--- src/hw/rtl/asf_pkg.sv ---
// shared types, constants and field arithmetic for the aes s-box pipeline
package asf_pkg;

    localparam int ROUNDS  = 6;
    localparam int LATENCY = ROUNDS + 1;

    localparam logic [7:0] POLY_LOW     = 8'h1b;
    localparam logic [7:0] AFFINE_CONST = 8'h63;

    typedef struct packed {
        logic [7:0] r;
        logic [7:0] x;
    } asf_stage_t;

    // product modulo x^8+x^4+x^3+x+1
    function automatic logic [7:0] gf_mul(input logic [7:0] a, input logic [7:0] b);
        logic [7:0] acc;
        logic [7:0] sh;
        acc = 8'h00;
        sh  = a;
        for (int k = 0; k < 8; k++)
        begin
            if (b[k])
            begin
                acc = acc ^ sh;
            end
            if (sh[7])
            begin
                sh = {sh[6:0], 1'b0} ^ POLY_LOW;
            end
            else
            begin
                sh = {sh[6:0], 1'b0};
            end
        end
        return acc;
    endfunction

    function automatic logic [7:0] gf_sq(input logic [7:0] a);
        return gf_mul(a, a);
    endfunction

    function automatic logic [7:0] affine(input logic [7:0] v);
        return v ^ {v[6:0], v[7]} ^ {v[5:0], v[7:6]} ^ {v[4:0], v[7:5]}
                 ^ {v[3:0], v[7:4]} ^ AFFINE_CONST;
    endfunction

endpackage

--- src/hw/rtl/asf_round.sv ---
// one square-and-multiply stage of the x^254 inversion chain
module asf_round
    import asf_pkg::*;
(
    input  logic       clk,
    input  logic       rst_n,
    input  logic       in_valid,
    output logic       in_ready,
    input  asf_stage_t in_data,
    output logic       out_valid,
    input  logic       out_ready,
    output asf_stage_t out_data
);

    logic       valid_reg;
    asf_stage_t data_reg;
    asf_stage_t data_next;

    assign in_ready = !valid_reg || out_ready;

    always_comb
    begin
        data_next.x = in_data.x;
        data_next.r = gf_mul(gf_sq(in_data.r), in_data.x);
    end

    always_ff @(posedge clk or negedge rst_n)
    begin
        if (!rst_n)
        begin
            valid_reg <= 1'b0;
        end
        else if (in_ready)
        begin
            valid_reg <= in_valid;
        end
    end

    always_ff @(posedge clk)
    begin
        if (in_ready && in_valid)
        begin
            data_reg <= data_next;
        end
    end

    assign out_valid = valid_reg;
    assign out_data  = data_reg;

endmodule

--- src/hw/rtl/asf_affine.sv ---
// final square and affine map, doubles as the output register
module asf_affine
    import asf_pkg::*;
(
    input  logic       clk,
    input  logic       rst_n,
    input  logic       in_valid,
    output logic       in_ready,
    input  asf_stage_t in_data,
    output logic       out_valid,
    input  logic       out_ready,
    output logic [7:0] out_byte
);

    logic       valid_reg;
    logic [7:0] byte_reg;
    logic [7:0] byte_next;

    assign in_ready  = !valid_reg || out_ready;
    assign byte_next = affine(gf_sq(in_data.r));

    always_ff @(posedge clk or negedge rst_n)
    begin
        if (!rst_n)
        begin
            valid_reg <= 1'b0;
        end
        else if (in_ready)
        begin
            valid_reg <= in_valid;
        end
    end

    always_ff @(posedge clk)
    begin
        if (in_ready && in_valid)
        begin
            byte_reg <= byte_next;
        end
    end

    assign out_valid = valid_reg;
    assign out_byte  = byte_reg;

endmodule

--- src/hw/rtl/aes_sbox_forward.sv ---
// aes forward s-box, inversion by x^254 square-and-multiply then affine map
// path: six registered round stages, then the affine output stage; while the
// output is stalled, its byte is held and the stages behind it fill up
// throughput: one byte per cycle when not stalled, one item per stage register
// reset: rst_n asynchronous active low clears every stage valid bit
module aes_sbox_forward
    import asf_pkg::*;
(
    input  logic       clk,
    input  logic       rst_n,
    input  logic       s_axis_tvalid,
    output logic       s_axis_tready,
    input  logic [7:0] s_axis_tdata,  // [7:0] in_byte
    output logic       m_axis_tvalid,
    input  logic       m_axis_tready,
    output logic [7:0] m_axis_tdata   // [7:0] sub_byte
);

    asf_stage_t data  [ROUNDS+1];
    logic       valid [ROUNDS+1];
    logic       ready [ROUNDS+1];

    assign data[0].r     = s_axis_tdata;
    assign data[0].x     = s_axis_tdata;
    assign valid[0]      = s_axis_tvalid;
    assign s_axis_tready = ready[0];

    for (genvar k = 0; k < ROUNDS; k++)
    begin : g_round
        asf_round u_round (
            .clk       (clk),
            .rst_n     (rst_n),
            .in_valid  (valid[k]),
            .in_ready  (ready[k]),
            .in_data   (data[k]),
            .out_valid (valid[k+1]),
            .out_ready (ready[k+1]),
            .out_data  (data[k+1])
        );
    end

    asf_affine u_affine (
        .clk       (clk),
        .rst_n     (rst_n),
        .in_valid  (valid[ROUNDS]),
        .in_ready  (ready[ROUNDS]),
        .in_data   (data[ROUNDS]),
        .out_valid (m_axis_tvalid),
        .out_ready (m_axis_tready),
        .out_byte  (m_axis_tdata)
    );

endmodule

--- config.mk ---
export PLATFORM = sky130hd
export DESIGN_NAME = aes_sbox_forward
export DESIGN_NICKNAME = d
export VERILOG_FILES = /design/src/hw/rtl/asf_pkg.sv /design/src/hw/rtl/asf_round.sv /design/src/hw/rtl/asf_affine.sv /design/src/hw/rtl/aes_sbox_forward.sv
export SDC_FILE = /design/constraint.sdc
export NUM_CORES = 1
export LEC_CHECK = 0
export BUFFER_PORTS_ARGS = -buffer_cell sky130_fd_sc_hd__buf_2
export CAP_MARGIN = 15
export CORE_MARGIN = 4
export CORE_UTILIZATION = 39
export DETAILED_ROUTE_END_ITERATION = 10
export GPL_TIMING_DRIVEN = 0
export HOLD_SLACK_MARGIN = 0.02
export SYNTH_ARGS = -nofsm -noshare
export SYNTH_HDL_FRONTEND = slang
export SYNTH_SLANG_ARGS = --single-unit
--- constraint.sdc ---
create_clock -name clk -period 3.6 [get_ports clk]
set_input_delay 0.36 -clock clk [delete_from_list [all_inputs] [get_ports clk]]
set_output_delay 0.36 -clock clk [all_outputs]
set_load 0.02 [all_outputs]
# Word level (Yosys, flattened, before mapping)
# Cells that the tools add are included.
# W data, S select, Z words.
totals:
  ff_bits: 103
  in_bits: 12
  output_inout_bits: 10
  word_cells: 422
op_classes:
  n_mux: 195
  bitwise: 187
  reduce_logical: 21
ops:
  columns: ["cell", "count"]
  rows:
  - ["$mux W8", 104]
  - ["$xor A8 B8 Y8", 95]
  - ["$mux W5", 91]
  - ["$not A4 Y4", 92]
  - ["$logic_and A1 B1 Y1", 7]
  - ["$logic_not A1 Y1", 7]
  - ["$logic_or A1 B1 Y1", 7]

# Logic depth before layout (Yosys ltp)
# Gate-level depths: netlist of run 1.
depth:
  word_depth: 32
  mapped_depth: 13
  mapped_depth_nobuf: 11

# Hierarchy
# From an unflattened synthesis of run 1, not the netlist that was laid out.
unflattened:
  hier_cells: 1842
  hier_area_um2: 17511.8
modules_own_cells:
  columns: ["mod", "instances", "cells_each", "area_each_um2", "seq_area_each_um2"]
  rows:
  - ["asf_round", 6, 284, 2677.6, 505.5]
  - ["asf_affine", 1, 138, 1446.4, 265.3]

# Worst setup path after synthesis of run 1
# Ideal clock, no wire load.
synth_timing:
  path_kind: "reg2reg"
  from: "reg g_round[0].u_round.data_reg, in the netlist g_round[0].u_round.out_data[8]"
  to: "reg g_round[1].u_round.data_reg, in the netlist g_round[1].u_round.out_data[9], data pin"
  setup_ns: 0.268
  t_arrival_ns: 3.316
  t_required_ns: 3.332
  setup_slack_ns: 0.016
  path_stages_with_launch: 11
  n_path_buf: 0
  synth_period_minus_slack_ns: 3.584
  cell_sequence: "edfxtp_1 ha_1 xor3_1 nand2b_1 xnor2_2 xnor3_1 xnor2_2 xor2_1 mux2_2 a21oi_1 xnor3_1"
synth_lines:
  columns: ["item", "line", "text"]
  rows:
  - ["start, declared", "asf_round.sv:16", "asf_stage_t data_reg;"]
  - ["start signal, assigned", "asf_round.sv:43", "data_reg <= data_next;"]
  - ["end signal, assigned", "asf_round.sv:43", null]
  - ["end, declared", "asf_round.sv:16", null]

==> results of run 1 <==
==> cell families after synthesis <==
family	count (synthesis)	share of synthesized area, %
and+or+nand+nor	563	16.7
buffers and inverters	151	4.32
AOI/OAI and AO/OA	231	10.2
DFF	103	20.6
xor gates and xnor gates	656	43.7
adders and majority gates	7	0.589
muxes	58	3.98
==> how the worst min path moves through the flow <==
| stage | endpoint | slack [ns] | cells past startpoint |
|---|---|---|---|
| after floorplan | g_round[0].u_round.out_valid | 0.06 | 0 |
| after CTS | g_round[0].u_round.out_data[6] | 0.17 | 1 |
| after global placement | u_affine.out_valid | 0.20 | 1 |
| after detailed placement | u_affine.out_valid | 0.21 | 1 |
| after global routing | g_round[0].u_round.out_data[6] | 0.17 | 1 |
| final | g_round[0].u_round.out_data[6] | 0.19 | 1 |
==> metal layers <==
metal	global-route usage (%)	share of wire, %	vias to the layer above
li1	-	-	6000
met1	21.6	45	5679
met2	28.1	49	248
met3	1.99	3.5	41
met4	4.19	1.8	0
met5	0	0	-
==> state kept, by name (all words and copies together), names as in the netlist <==
| name | count |
|---|---|
| u_affine.out_byte | 8 |
| u_affine.out_valid | 1 |
| g_round.u_round.out_data | 88 |
| g_round.u_round.out_valid | 6 |
==> synthesized netlist by cell type, types with 28 or more instances <==
cell type	instances
xor2_1	141
nor2b_1	28
edfxtp_1	96
nor2_1	72
xnor3_1	32
clkbuf_1	64
nand2b_1	35
buf_2	40
a21oi_1	61
nand2_1	349
xnor2_1	455
a22oi_1	29
mux2i_1	49
o21ai_0	56
==> through the flow <==
step,utilization (%),setup slack [ns],hold WS (ns),instance area (um2),std cells
global route,45.0,-0.0308,0.174,16900,2363
CTS,43.3,0.00476,0.168,16300,2336
global placement,41.5,-0.455,0.203,15600,2301
finish,45.0,0.0937,0.187,16900,2363
floorplan,-,0.0164,0.0644,14900,1769
detailed placement,41.5,-0.463,0.206,15600,2302
==> area by class of cell <==
class,instances,area share (%)
flip-flops and latches,103,18.1
clock inverters,7,0.458
repair buffers,66,2.78
plain buffers,121,3.21
multi-input cells,1516,69.7
inverters,30,0.687
well taps,511,3.78
clock buffers,9,1.33
==> worst max-delay path, stage by stage (launching register included) <==
cell	delay [ns]
edfxtp_1	0.48
buf_4	0.19
and4b_1	0.19
o21a_1	0.20
a2111oi_4	0.43
xor2_2	0.18
xnor2_4	0.44
xnor2_4	0.23
xnor2_1	0.18
o311ai_1	0.29
xnor3_1	0.44
==> timing repair <==
| action | in CTS | in global routing |
|---|---|---|
| endpoints found under the setup margin | 34 | 37 |
| cloned | 0 | 1 |
| resized for setup | 32 | 66 |
| buffers inserted | 17 | 26 |
| hold buffers | 1 | 0 |
| pin swaps | 8 | 16 |
| hold endpoints to repair | 7 | 0 |
==> results.toml, run 1 <==
[timing]
fin_crit_ns = 3.51
slew_headroom_pct = 38.4
setup_viol = 0
fin_crit_sh_pct = 97.4
fmax_mhz = 285
grt_setup_unrepaired = "yes"
worst_pin_slew_ns = 0.925
clock-skew-final_ns = 0.00995
fin_tns_setup_ns = 0
report.final.hold_viol_count = 0
maxSlewViolCount = 0

[floorplanning]
fp.coreArea_um2 = 37700
rows = 71
start_util_pct = 39.5
die_height_um = 203
die_area_um2 = 41300
io-pin-count = 22
die_w_um = 203

[clock_tree]
cts_sinks = 103
htreeDepth = 3
clk_latency_ns = 0.36
clk_pin_slew_worst_paths_ns = 0.07
tritoncts = "built"
clk_path_buf_depth = 2
clock-root-buffer = "clkbuf_16"
cts_made_buffers = 9

[cells_and_area]
multi_input_area_um2 = 11800
fill_cells = 3696
final_common_cell = "xnor2_1"
final_cell_mix = "xnor2_1 (426), nand2_1 (346), xor2_1 (123)"
syn2layout_area_growth_pct = 13.9
antenna_cells = 0
ff_latch_area_um2 = 3060
layout.nets = 1866
drive_gt1_share_pct = 13.0

[setup_path]
cp.arrival_ns = 3.61
reg2regPathDepth = 10
end_kind = "flip-flop"
cp.required_ns = 3.71
critPathLaunch = "g_round[0].u_round.out_data[15]"
rrSetupSlack_ns = 0.09
critPathKind = "flip-flop to flip-flop"
start_kind = "flip-flop"
cp_max_fo = 8
rr_startpoint = "g_round[0].u_round.out_data[15]"
endpoint = "g_round[1].u_round.out_data[9]"
timing.rr.end = "g_round[1].u_round.out_data[9]"

[detailed_routing]
via_per_inst = 5.06
firstDrtPassIters = 7
routedWlPerCell_um = 14.5
drt_wl_total_mm = 34.2
drt-initial-drc-count = 654
vias = 12000
drtAntennaViolNets = 0
drc = 0

[yosys]
ys.flop_type = "edfxtp_1"
syn_area_um2 = 14900
synth_edf_count = 96
synthDominantCellAreaShare_pct = 26.8
ys_warn_count = 0
syn_area_per_cell_um2 = 8.41
async_flop_share_pct = 6.80
syn_nets = 1788
ys_seq_elements = 103
seq_area_frac_synth_pct = 20.6
synthCells = 1769
synth.area.top_cells = "xnor2_1 (27%), edfxtp_1 (19%), nand2_1 (8.8%), xor2_1 (8.3%), xnor3_1 (4.8%)"
synthDistinctLibCells = 76
yosys.area.top_type = "xnor2_1"

[job]
max-cap-violations = 0

[place]
io_buffers = 21
place_congestion = 0.901
hpwlAfterDp_mm = 25.3

[grt]
track_usage_pct = 16.2
grt_overflow = 0
antenna_found_initial = 0
grt_max_degree = 19
grt_pass1_vias = 11600
grt_pass1_wl_mm = 57.2

[hold_path]
hold_start = "s_axis_tdata[6]"
min_path_type = "input pin to flip-flop"

[status]
outcome = "finished clean"
Power of run 1 is left out: the tool's default activity adds up to more than one toggle a clock period on the data nets, which glitch-free logic cannot reach.
==> run 2: changes to the inputs <==
Settings changed: SYNTH_HIERARCHICAL from default to 1.
==> run 2 against run 1 <==
Against the previous run:
- maximum frequency shrank 0.36%
- global-route usage is 0.47 points lower
- synthesized cell count increased by 3.7%
- via count rose by 4.9%
- non-clock buffer count up 47
- critical path depth rose by 2
- flip-flop and latch count unchanged
- register-to-register slack about the same
- clock skew hardly changed
- utilization decreased by 0.75 points
- setup slack lost 0.013 ns
- synthesized area grew 16%
- critical endpoint is now g_round[4].u_round/out_data[12]
- largest cell class unchanged
- highest routed layer unchanged
==> results.toml, run 2 <==
[status]
outcome = "finished clean"

[floorplanning]
die_height_um = 218
fp.coreArea_um2 = 43500
rows = 76
die_area_um2 = 47700
start_util_pct = 39.7
io-pin-count = 22
die_w_um = 218

[timing]
fmax_mhz = 284
worst_pin_slew_ns = 0.742
maxSlewViolCount = 0
clock-skew-final_ns = 0.00979
fin_crit_sh_pct = 97.8
report.final.hold_viol_count = 0
timing.hold.ws_ns = 0.245
slew_headroom_pct = 50.5
fin_crit_ns = 3.52
setup_viol = 0

[detailed_routing]
drc = 0
drt_wl_total_mm = 38.1
routedWlPerCell_um = 15.1
drt-initial-drc-count = 803
via_per_inst = 4.99
firstDrtPassIters = 7
vias = 12600
drtAntennaViolNets = 0

[hold_path]
min_path_cells = 2
min_path_type = "input pin to flip-flop"

[grt]
track_usage_pct = 15.8
grt_max_degree = 19
grt_overflow = 0
grt_pass1_vias = 12100
antenna_found_initial = 0
grt_pass1_wl_mm = 62.9

[setup_path]
end_kind = "flip-flop"
critPathKind = "flip-flop to flip-flop"
crit_top_cell = "xnor2_1"
cp_slowest_stage_delay_ns = 0.43
crit_family = "XOR/XNOR gates"
worstPathCellList = "ha_1 > buf_2 > xor3_1 > nand2_1 > xor2_1 > xnor2_1 > xor2_1 > xnor3_1 > nand2_1 > xnor2_1 > xnor3_1 > xnor2_1"
cp_max_fo = 6
cp.depth = 12
start_kind = "flip-flop"
cp.arrival_ns = 3.61
reg2regPathDepth = 12
cp_slowest_cell = "edfxtp_1"
path_buf_inv = 1
cp.required_ns = 3.70

[place]
hpwlAfterDp_mm = 28.4
place_congestion = 0.855
io_buffers = 21

[yosys]
syn_area_um2 = 17300
syn_area_per_cell_um2 = 9.42
synthCells = 1834
syn_nets = 1853
ys_warn_count = 6

[clock_tree]
cts_sinks = 103
tritoncts = "built"
clk_pin_slew_worst_paths_ns = 0.07
cts_made_buffers = 9
htreeDepth = 3
clk_path_buf_depth = 2
clk_latency_ns = 0.35
clock-root-buffer = "clkbuf_16"

[cells_and_area]
syn2layout_area_growth_pct = 11.2
fill_cells = 4191
largest_reg_flops = 88
drive_gt1_share_pct = 17.9
final_cell_mix = "xnor2_1 (381), nand2_1 (343), xor2_1 (165)"
final_common_cell = "xnor2_1"
layout.nets = 1946
antenna_cells = 0

[job]
max-cap-violations = 0
==> run 2: final timing paths <==
path	end	slack [ns]	start
worst max-delay path	g_round[4].u_round/out_data[12]	0.08	g_round[3].u_round/out_data[15]
worst min-delay path	g_round[0].u_round/out_valid	0.25	s_axis_tvalid
worst max register to register	g_round[4].u_round/out_data[12]	0.08	g_round[3].u_round/out_data[15]
worst min register to register	g_round[2].u_round/out_data[3]	0.45	g_round[1].u_round/out_data[3]
max in group asynchronous	g_round[4].u_round/out_valid	3.04	rst_n
min in group asynchronous	u_affine/out_valid	0.38	rst_n
==> run 2: routing by layer <==
layer / track usage, % / routed length (um) / vias to the layer above
met2: 27.3 / 19000 / 197
met5: 0 / 0 / -
met1: 21.7 / 17800 / 6083
li1: - / - / 6248
met4: 2.89 / 430 / 0
met3: 1.33 / 883 / 29
==> run 2: per-stage QoR <==
stage	util [%]	setup slack (ns)	TNS [ns]	std cells	instance area, um2
2_1_floorplan	-	0.401	0	1834	17300
3_3_place_gp	41.7	-0.0406	-0.0777	2440	18100
3_5_place_dp	41.7	-0.139	-0.168	2440	18100
4_1_cts	42.6	0.0232	0	2459	18500
5_1_grt	44.2	-0.0551	-0.0673	2517	19200
6_report	44.2	0.0810	0	2517	19200
==> run 2: area by class of cell <==
type	count	area (um2)	share of cell area, %
clock buffers	9	225	1.17
flip-flops and latches	103	3060	15.9
plain buffers	152	918	4.78
well taps	585	732	3.81
inverters	27	104	0.541
clock inverters	7	81.3	0.423
repair buffers	82	616	3.20
multi-input cells	1552	13500	70.2
==> run 2: what timing repair did <==
action                                  CTS  global route
pin swaps                                 1            18
endpoints found under the setup margin    6            17
buffers inserted                          2            58
hold endpoints to repair                  7             0
resized for setup                         7            29
gates cloned                              0             0
hold buffers                              1             0
Power of run 2 is left out for the same reason.
==> run 3: changes to the inputs <==
Settings changed: CORE_ASPECT_RATIO from default to 0.8.
==> run 3 against run 2 <==
Against the previous run:
- wire length rose by 2.8%
- via count fell by 0.47%
- hold slack improved by 0.0013 ns
- die area barely moved
- maximum frequency rose by 1.1%
- critical path depth rose by 1
- critical path type unchanged
- design area rose by 0.39%
- sequential share of layout area fell by 0.062 points
- global-route usage rose by 0.32 points
==> results.toml, run 3 (synthesis results as in run 2) <==
[setup_path]
critPathKind = "flip-flop to flip-flop"
reg2regPathDepth = 13
cp.required_ns = 3.71
start_kind = "flip-flop"
worstPathCellList = "ha_1 > buf_2 > xor2_1 > nand2_1 > xnor3_2 > xnor2_4 > buf_12 > xnor2_4 > xnor2_1 > nand2_1 > xnor2_2 > xnor2_2 > xnor3_1"
cp_max_fo = 6
crit_family = "XOR/XNOR gates"
rrSetupSlack_ns = 0.12
timing.rr.end = "g_round[5].u_round/out_data[11]"
rr_startpoint = "g_round[4].u_round/out_data[15]"
path_buf_inv = 2
cp_slowest_stage_delay_ns = 0.47
end_kind = "flip-flop"
cp_slowest_cell = "edfxtp_1"
cp.arrival_ns = 3.59

[timing]
clock-skew-final_ns = 0.00765
fin_crit_sh_pct = 96.7
slew_headroom_pct = 46.2
grt_setup_unrepaired = "yes"
fmax_mhz = 287
worst_pin_slew_ns = 0.806
setup_viol = 0
report.final.hold_viol_count = 0
fin_crit_ns = 3.48
maxSlewViolCount = 0

[detailed_routing]
drc = 0
drt-initial-drc-count = 852
routedWlPerCell_um = 15.5
vias = 12500
drtAntennaViolNets = 0
via_per_inst = 4.95
firstDrtPassIters = 5
drt_wl_total_mm = 39.2

[floorplanning]
die_height_um = 196
rows = 68
start_util_pct = 39.7
io-pin-count = 22
fp.coreArea_um2 = 43500
die_area_um2 = 47700
die_w_um = 243

[cells_and_area]
ff_latch_area_um2 = 3060
syn2layout_area_growth_pct = 11.7
drive_gt1_share_pct = 18.2
multi_input_area_um2 = 13600
final_cell_mix = "xnor2_1 (373), nand2_1 (343), xor2_1 (163)"
layout.nets = 1943
fill_cells = 4153
largest_reg_flops = 88
instances_no_fill = 2524
antenna_cells = 0
final_common_cell = "xnor2_1"

[clock_tree]
htreeDepth = 3
tritoncts = "built"
clk_path_buf_depth = 2
clk_latency_ns = 0.36
cts_sinks = 103
cts_made_buffers = 9
clk_pin_slew_worst_paths_ns = 0.07
clock-root-buffer = "clkbuf_16"

[hold_path]
hold_end = "g_round[0].u_round/out_valid"
hold_start = "s_axis_tvalid"
min_path_type = "input pin to flip-flop"
min_path_cells = 2

[grt]
track_usage_pct = 16.1
grt_max_degree = 17
grt_pass1_vias = 12000
gr-max-usage-layer = "met1"
use_met2_pct = 24.5
antenna_found_initial = 0
use_met3_pct = 2.34
grt_pass1_wl_mm = 64.0
grt_overflow = 0
use_met1_pct = 24.7

[status]
outcome = "finished clean"

[place]
numPlacedInstances = 2450
place_congestion = 0.845
io_buffers = 21
hpwlAfterDp_mm = 29.4

[job]
max-cap-violations = 0
==> run 3: cell count changes in the layout (fill, tap and decap cells not counted), moves of 2 or more <==
cell,previous run,this run
xnor2_1,381,373
xnor2_2,37,43
clkbuf_8,0,2
clkinvlp_4,2,0
inv_8,2,0
xnor2_4,29,31
xor2_1,165,163
xor2_2,8,10
==> run 3: through the flow <==
stage                     TNS, ns  utilization, %  setup slack [ns]  cell area [um2]  hold slack [ns]
after global placement     -0.240            41.7           -0.0774            18100            0.233
after global routing       -0.170            44.4           -0.0372            19300            0.247
final                           0            44.4             0.119            19300            0.247
after detailed placement   -0.271            41.7           -0.0775            18100            0.239
after CTS                       0            42.7          0.000766            18500            0.246
after floorplan                 0               -             0.401            17300           0.0644
==> run 3: how the worst max path moves through the flow <==
stage | startpoint | to | slack, ns | cells after the start
floorplan | g_round[4].u_round/out_data[15] | g_round[5].u_round/out_data[12] | 0.40 | 12
global placement | s_axis_tdata[7] | g_round[0].u_round/out_data[12] | -0.08 | 13
detailed placement | s_axis_tdata[7] | g_round[0].u_round/out_data[12] | -0.08 | 13
CTS | g_round[1].u_round/out_data[15] | g_round[2].u_round/out_data[12] | 0.0008 | 12
global route | g_round[4].u_round/out_data[15] | g_round[5].u_round/out_data[11] | -0.04 | 13
finish | g_round[4].u_round/out_data[15] | g_round[5].u_round/out_data[11] | 0.12 | 13
==> run 3: repair_timing <==
item / 4_1_cts / 5_1_grt
buffers inserted: 7 / 50
gates resized for setup: 6 / 42
pin swaps: 4 / 13
endpoints found under the hold margin: 7 / 0
cloned: 0 / 0
hold buffers: 1 / 0
endpoints found under the setup margin: 9 / 17
==> run 3: cell type report <==
| cell class | instances | share of cell area (%) |
|---|---|---|
| tap | 595 | 3.86 |
| sequential | 103 | 15.9 |
| clock buffer | 12 | 1.33 |
| buffer | 152 | 4.76 |
| multi-input combinational | 1552 | 70.4 |
| inverter | 27 | 0.525 |
| clock inverter | 4 | 0.272 |
| timing repair buffer | 79 | 3.01 |
==> run 3: routing by layer <==
layer,routed length (um),vias to the layer above
met5,0,-
met4,303,0
met3,1470,25
met2,17300,250
met1,20200,5978
li1,-,6245
==> run 3: worst register-to-register path, delay by kind of cell (launching register included) <==
| family | cells | cell delay [ns] |
|---|---|---|
| xor+xnor | 8 | 1.92 |
| flops | 1 | 0.47 |
| buf+inv | 2 | 0.32 |
| fa+ha+maj | 1 | 0.30 |
| simple gates | 2 | 0.20 |
Power of run 3 is left out for the same reason.
